### src/sv/sspc_pkg.sv
// Shared types and constants for the servo status packet checker.
package sspc_pkg;

    localparam int MAX_LENGTH_DEF = 32;

    // Fixed byte positions inside a status packet.
    localparam int ID_BYTE_POS     = 2;
    localparam int LEN_BYTE_POS    = 3;
    localparam int ERR_BYTE_POS    = 4;
    localparam int PARAM_START_POS = 5;

    localparam int BYTE_W     = 8;
    localparam int IN_DATA_W  = 16;
    localparam int OUT_DATA_W = 40;

    typedef enum logic [2:0] {
        ST_OK       = 3'd0,
        ST_TOO_LONG = 3'd1,
        ST_CHECKSUM = 3'd2,
        ST_ID       = 3'd3,
        ST_DEVICE   = 3'd4
    } t_status;

    localparam logic KIND_PARAM  = 1'b0;
    localparam logic KIND_STATUS = 1'b1;

    // Per-packet fields kept between beats.
    typedef struct packed {
        logic              active;
        logic [BYTE_W-1:0] packet_id;
        logic [BYTE_W-1:0] packet_length;
        logic [BYTE_W-1:0] error_byte;
        logic [BYTE_W-1:0] running_sum;
        logic [BYTE_W-1:0] target_id;
    } t_pkt_state;

    typedef struct packed {
        logic              kind;
        logic [BYTE_W-1:0] param_index;
        logic [BYTE_W-1:0] param_value;
        t_status           status;
        logic [BYTE_W-1:0] response_id;
        logic [BYTE_W-1:0] device_error;
    } t_result;

endpackage

### src/sv/sspc_step.sv
// Next-state and result logic for one received byte of a status packet.
module sspc_step #(
    parameter int MAX_LENGTH = sspc_pkg::MAX_LENGTH_DEF,
    parameter int POS_W      = $clog2(MAX_LENGTH + 4)
) (
    input  logic                       i_first,
    input  logic [sspc_pkg::BYTE_W-1:0] i_byte,
    input  logic [sspc_pkg::BYTE_W-1:0] i_exp_id,
    input  sspc_pkg::t_pkt_state       i_state,
    input  logic [POS_W-1:0]           i_pos,
    output sspc_pkg::t_pkt_state       o_state,
    output logic [POS_W-1:0]           o_pos,
    output logic                       o_res_valid,
    output sspc_pkg::t_result          o_res
);
    import sspc_pkg::*;

    t_pkt_state       base;
    logic [POS_W-1:0] pos;
    logic [BYTE_W-1:0] sum_add;
    logic [POS_W-1:0] param_end;
    logic [POS_W-1:0] param_off;

    always_comb begin
        base = i_state;
        pos  = i_pos;
        if (i_first) begin
            base        = '0;
            base.active = 1'b1;
            base.target_id = i_exp_id;
            pos         = '0;
        end
    end

    assign sum_add   = base.running_sum + i_byte;
    // Parameter bytes occupy positions below length + 3 when length > 2.
    assign param_end = POS_W'(base.packet_length) + POS_W'(PARAM_START_POS - 2);
    assign param_off = pos - POS_W'(PARAM_START_POS);

    always_comb begin
        o_state     = base;
        o_pos       = pos;
        o_res_valid = 1'b0;
        o_res       = '0;
        o_res.status = ST_OK;
        if (base.active) begin
            o_pos = pos + 1'b1;
            if (pos < POS_W'(ID_BYTE_POS)) begin
                o_res_valid = 1'b0;
            end else if (pos == POS_W'(ID_BYTE_POS)) begin
                o_state.packet_id   = i_byte;
                o_state.running_sum = i_byte;
            end else if (pos == POS_W'(LEN_BYTE_POS)) begin
                o_state.packet_length = i_byte;
                o_state.running_sum   = sum_add;
                if (i_byte > BYTE_W'(MAX_LENGTH)) begin
                    o_state.active   = 1'b0;
                    o_res_valid      = 1'b1;
                    o_res.kind       = KIND_STATUS;
                    o_res.status     = ST_TOO_LONG;
                    o_res.response_id  = base.packet_id;
                    o_res.device_error = base.error_byte;
                end
            end else if (pos == POS_W'(ERR_BYTE_POS)) begin
                o_state.error_byte  = i_byte;
                o_state.running_sum = sum_add;
            end else if (pos < param_end) begin
                o_state.running_sum = sum_add;
                o_res_valid        = 1'b1;
                o_res.kind         = KIND_PARAM;
                o_res.param_index  = BYTE_W'(param_off);
                o_res.param_value  = i_byte;
                o_res.response_id  = base.packet_id;
                o_res.device_error = base.error_byte;
            end else begin
                o_state.active     = 1'b0;
                o_res_valid        = 1'b1;
                o_res.kind         = KIND_STATUS;
                o_res.response_id  = base.packet_id;
                o_res.device_error = base.error_byte;
                if (~base.running_sum != i_byte) begin
                    o_res.status = ST_CHECKSUM;
                end else if (base.packet_id != base.target_id) begin
                    o_res.status = ST_ID;
                end else if (base.error_byte != '0) begin
                    o_res.status = ST_DEVICE;
                end else begin
                    o_res.status = ST_OK;
                end
            end
        end
    end

endmodule

### config.mk
export PLATFORM = sky130hd
export DESIGN_NAME = sspc_step
export DESIGN_NICKNAME = d
export VERILOG_FILES = /design/src/sv/sspc_pkg.sv /design/src/sv/sspc_step.sv
export SDC_FILE = /design/constraint.sdc
export NUM_CORES = 1
export LEC_CHECK = 0
export BUFFER_PORTS_ARGS = -buffer_cell sky130_fd_sc_hd__buf_2
export CAP_MARGIN = 20
export CORE_MARGIN = 3
export CORE_UTILIZATION = 43
export DETAILED_ROUTE_END_ITERATION = 10
export PLACE_DENSITY_LB_ADDON = 0.15
export SYNTH_ARGS = -nofsm -noshare
export SYNTH_HDL_FRONTEND = slang
export SYNTH_SLANG_ARGS = --single-unit
### constraint.sdc
create_clock -name vclk -period 4.35
set_input_delay 0.6525 -clock vclk [all_inputs]
set_output_delay 0.6525 -clock vclk [all_outputs]
set_load 0.01 [all_outputs]
==> results.sh <==
export IMPL_status="finished clean"
export IMPL_nClkBuffers=0
export IMPL_drc_errors=0
export IMPL_synth_top_area_share_pct=9.883
export IMPL_area_delta_synth_final_pct=36.87
export IMPL_final_instance_count_excl_fill=493
export IMPL_setup_violations=0
export IMPL_netlist_area_um2=2026
export IMPL_p_leak_nw=1.475
export IMPL_cp_start_kind="input port"
export IMPL_final_area_um2=2773
export IMPL_dpl_cell_count=493
export IMPL_max_cap_violations=0
export IMPL_synth_warnings=0
export IMPL_num_rows=24
export IMPL_hpwl_mm=6.101
export IMPL_antenna_left=0
export IMPL_syn_inst=307
export IMPL_hold_start="i_state[35]"
export IMPL_grt_setup_unrepaired="no"
export IMPL_crit_arrival_ns=3.19
export IMPL_hold_viol=0
export IMPL_layout_drive_gt1_share_pct=39.46
export IMPL_first_iter_violations=146
export IMPL_netlist_top_cells_area="ha_1, xnor2_1, nand2b_1"
export IMPL_wire_per_inst_um=15.01
export IMPL_startpoint="i_first"
export IMPL_fin_setup_tns_ns=0
export IMPL_hold_buffers=0
export IMPL_critPathMaxStageDelay_ns=0.46
export IMPL_cp_required_ns=3.70
export IMPL_seq_cell_count=0
export IMPL_post_synth_top_count_cell="nand2_1"
export IMPL_diodes=0
export IMPL_drv_slew=0
export IMPL_path_class="in -> out"
export IMPL_endpoint_kind="output pin"
export IMPL_die_area_um2=5570
export IMPL_initial_utilization_pct=45.58
export IMPL_max_slew_margin_pct=57.64
export IMPL_fmax_mhz=260.2
export IMPL_placed_area_um2=2773
export IMPL_synth_avg_cell_area_um2=6.598
export IMPL_die_y_um=74.64
export IMPL_netlist_top_cell_by_area="ha_1"
export IMPL_finalNetCount=524
export IMPL_netlist_cell_type_count=52
export IMPL_grt_pass1_wl_mm=11.06
export IMPL_p_per_area_nw_per_um2=108.9
export IMPL_synthTopCellsByCount="nand2_1, nand2b_1, o21ai_0"
export IMPL_cts_resized_gates=0
export IMPL_seq_area_um2=0
export IMPL_path_common_cell="buf_2"
export IMPL_die_x_um=74.64
export IMPL_cp_cell_sequence="buf_2 -> nand2b_1 -> inv_1 -> ha_1 -> o21ai_1 -> nand2_1 -> nor2_2 -> a21oi_1 -> o31ai_1 -> buf_2"
export IMPL_min_to="o_state[35]"
export IMPL_drt_total_wl_mm=7.400
export IMPL_grt_max_degree=31
export IMPL_core_area_um2=4444
export IMPL_globalplace_congestion=0.8500
export IMPL_first_pass_iters=4
export IMPL_vias_per_cell=5.489
export IMPL_min_path_cells=3
export IMPL_crit_fanout=30
export IMPL_finalCriticalPeriod_ns=3.844
export IMPL_critical_path_top_delay_family="simple AND/OR/NAND/NOR gates"
export IMPL_fin_crit_sh_pct=88.36
export IMPL_port_buffers=146
export IMPL_antenna_found_initial=0
export IMPL_peakVddDrop_mv=0.05468
export IMPL_pin_count=148
export IMPL_worst_pin_slew_ns=0.6320
export IMPL_slowest_stage="nor2_2"
export IMPL_num_vias=2706
export IMPL_worst_path_buf_inv=3
export IMPL_grtUsageTotal_pct=24.34
export IMPL_grt_overflow=0
export IMPL_ys_seq_area_share_pct=0
export IMPL_post_cts_setup_buffers=0
export IMPL_grt_pass1_vias=2320
export IMPL_hold_path_class="in -> out"
## through the flow
| step | util, % | power, mW | worst slack [ns] | hold WS [ns] |
|---|---|---|---|---|
| detailed placement | 62.39 | 0.3000 | 0.6109 | 1.629 |
| global route | 62.39 | 0.3322 | 0.2514 | 1.654 |
| finish | 62.39 | 0.3018 | 0.5061 | 1.630 |
| global placement | 62.39 | 0.2948 | 0.6154 | 1.626 |
| CTS | 62.39 | 0.3011 | 0.5982 | 1.629 |
| floorplan | - | 0.1830 | 0.5979 | 1.428 |
## kinds of logic after synthesis
logic type                 synth area share (%)
muxes                                     8.462
buffers and inverters                     5.744
xor gates and xnor gates                  10.38
and+or+nand+nor                           42.25
other                                    0.1851
adders and majority gates                 10.87
AOI/OAI and AO/OA                         22.11
## worst max-delay path by stage
stage             endpoint  slack, ns  depth (start not counted)
5_1_grt          o_res[29]       0.25                         10
2_1_floorplan    o_res[29]       0.60                         11
3_5_place_dp     o_res[29]       0.61                         10
6_report       o_state[13]       0.51                         10
4_1_cts          o_res[29]       0.60                         10
3_3_place_gp     o_res[29]       0.62                         10
## power by group
group	switching (mW)	internal [mW]
combinational	0.167	0.135
sequential	0	0
clock	0	0
## cells in the final DEF (no fill, tap or decap), types with 5 or more instances in the layout
master    synthesis  final
nand3_1           8      8
xnor2_1          19     19
inv_1             7      7
nor4_1            5      5
mux2i_1           7      7
nor2_1           20     20
and2_1            7      7
o21ai_0          25     25
a22o_1            7      7
a22oi_1           9      9
ha_1             16     16
buf_4             2      5
nand2_1          28     28
xor2_1            5      5
and3_2            5      5
nor2b_1          14     14
buf_2             6    146
o21ai_1           5      5
and3_1           12     12
nor3_1            8      8
a21oi_1          11     11
mux2_2            9      9
nand2b_1         25     25
## cell type report
| class | count | area [um^2] |
|---|---|---|
| multi-input combinational | 283 | 1913 |
| fill | 440 | 1672 |
| timing repair buffer | 151 | 768.2 |
| tap | 52 | 65.06 |
| inverter | 7 | 26.28 |
## routing by layer
layer	part of all wire [%]	vias to the layer above	routed length [um]	global-route usage [%]
met5	0	-	0	0
met2	49	107	3644	43.32
met3	6.0	10	444	0.9346
li1	-	1371	-	-
met1	44	1218	3241	33.81
met4	0.93	0	69	2.372
No activity file was read; power rests on OpenSTA's default activity.
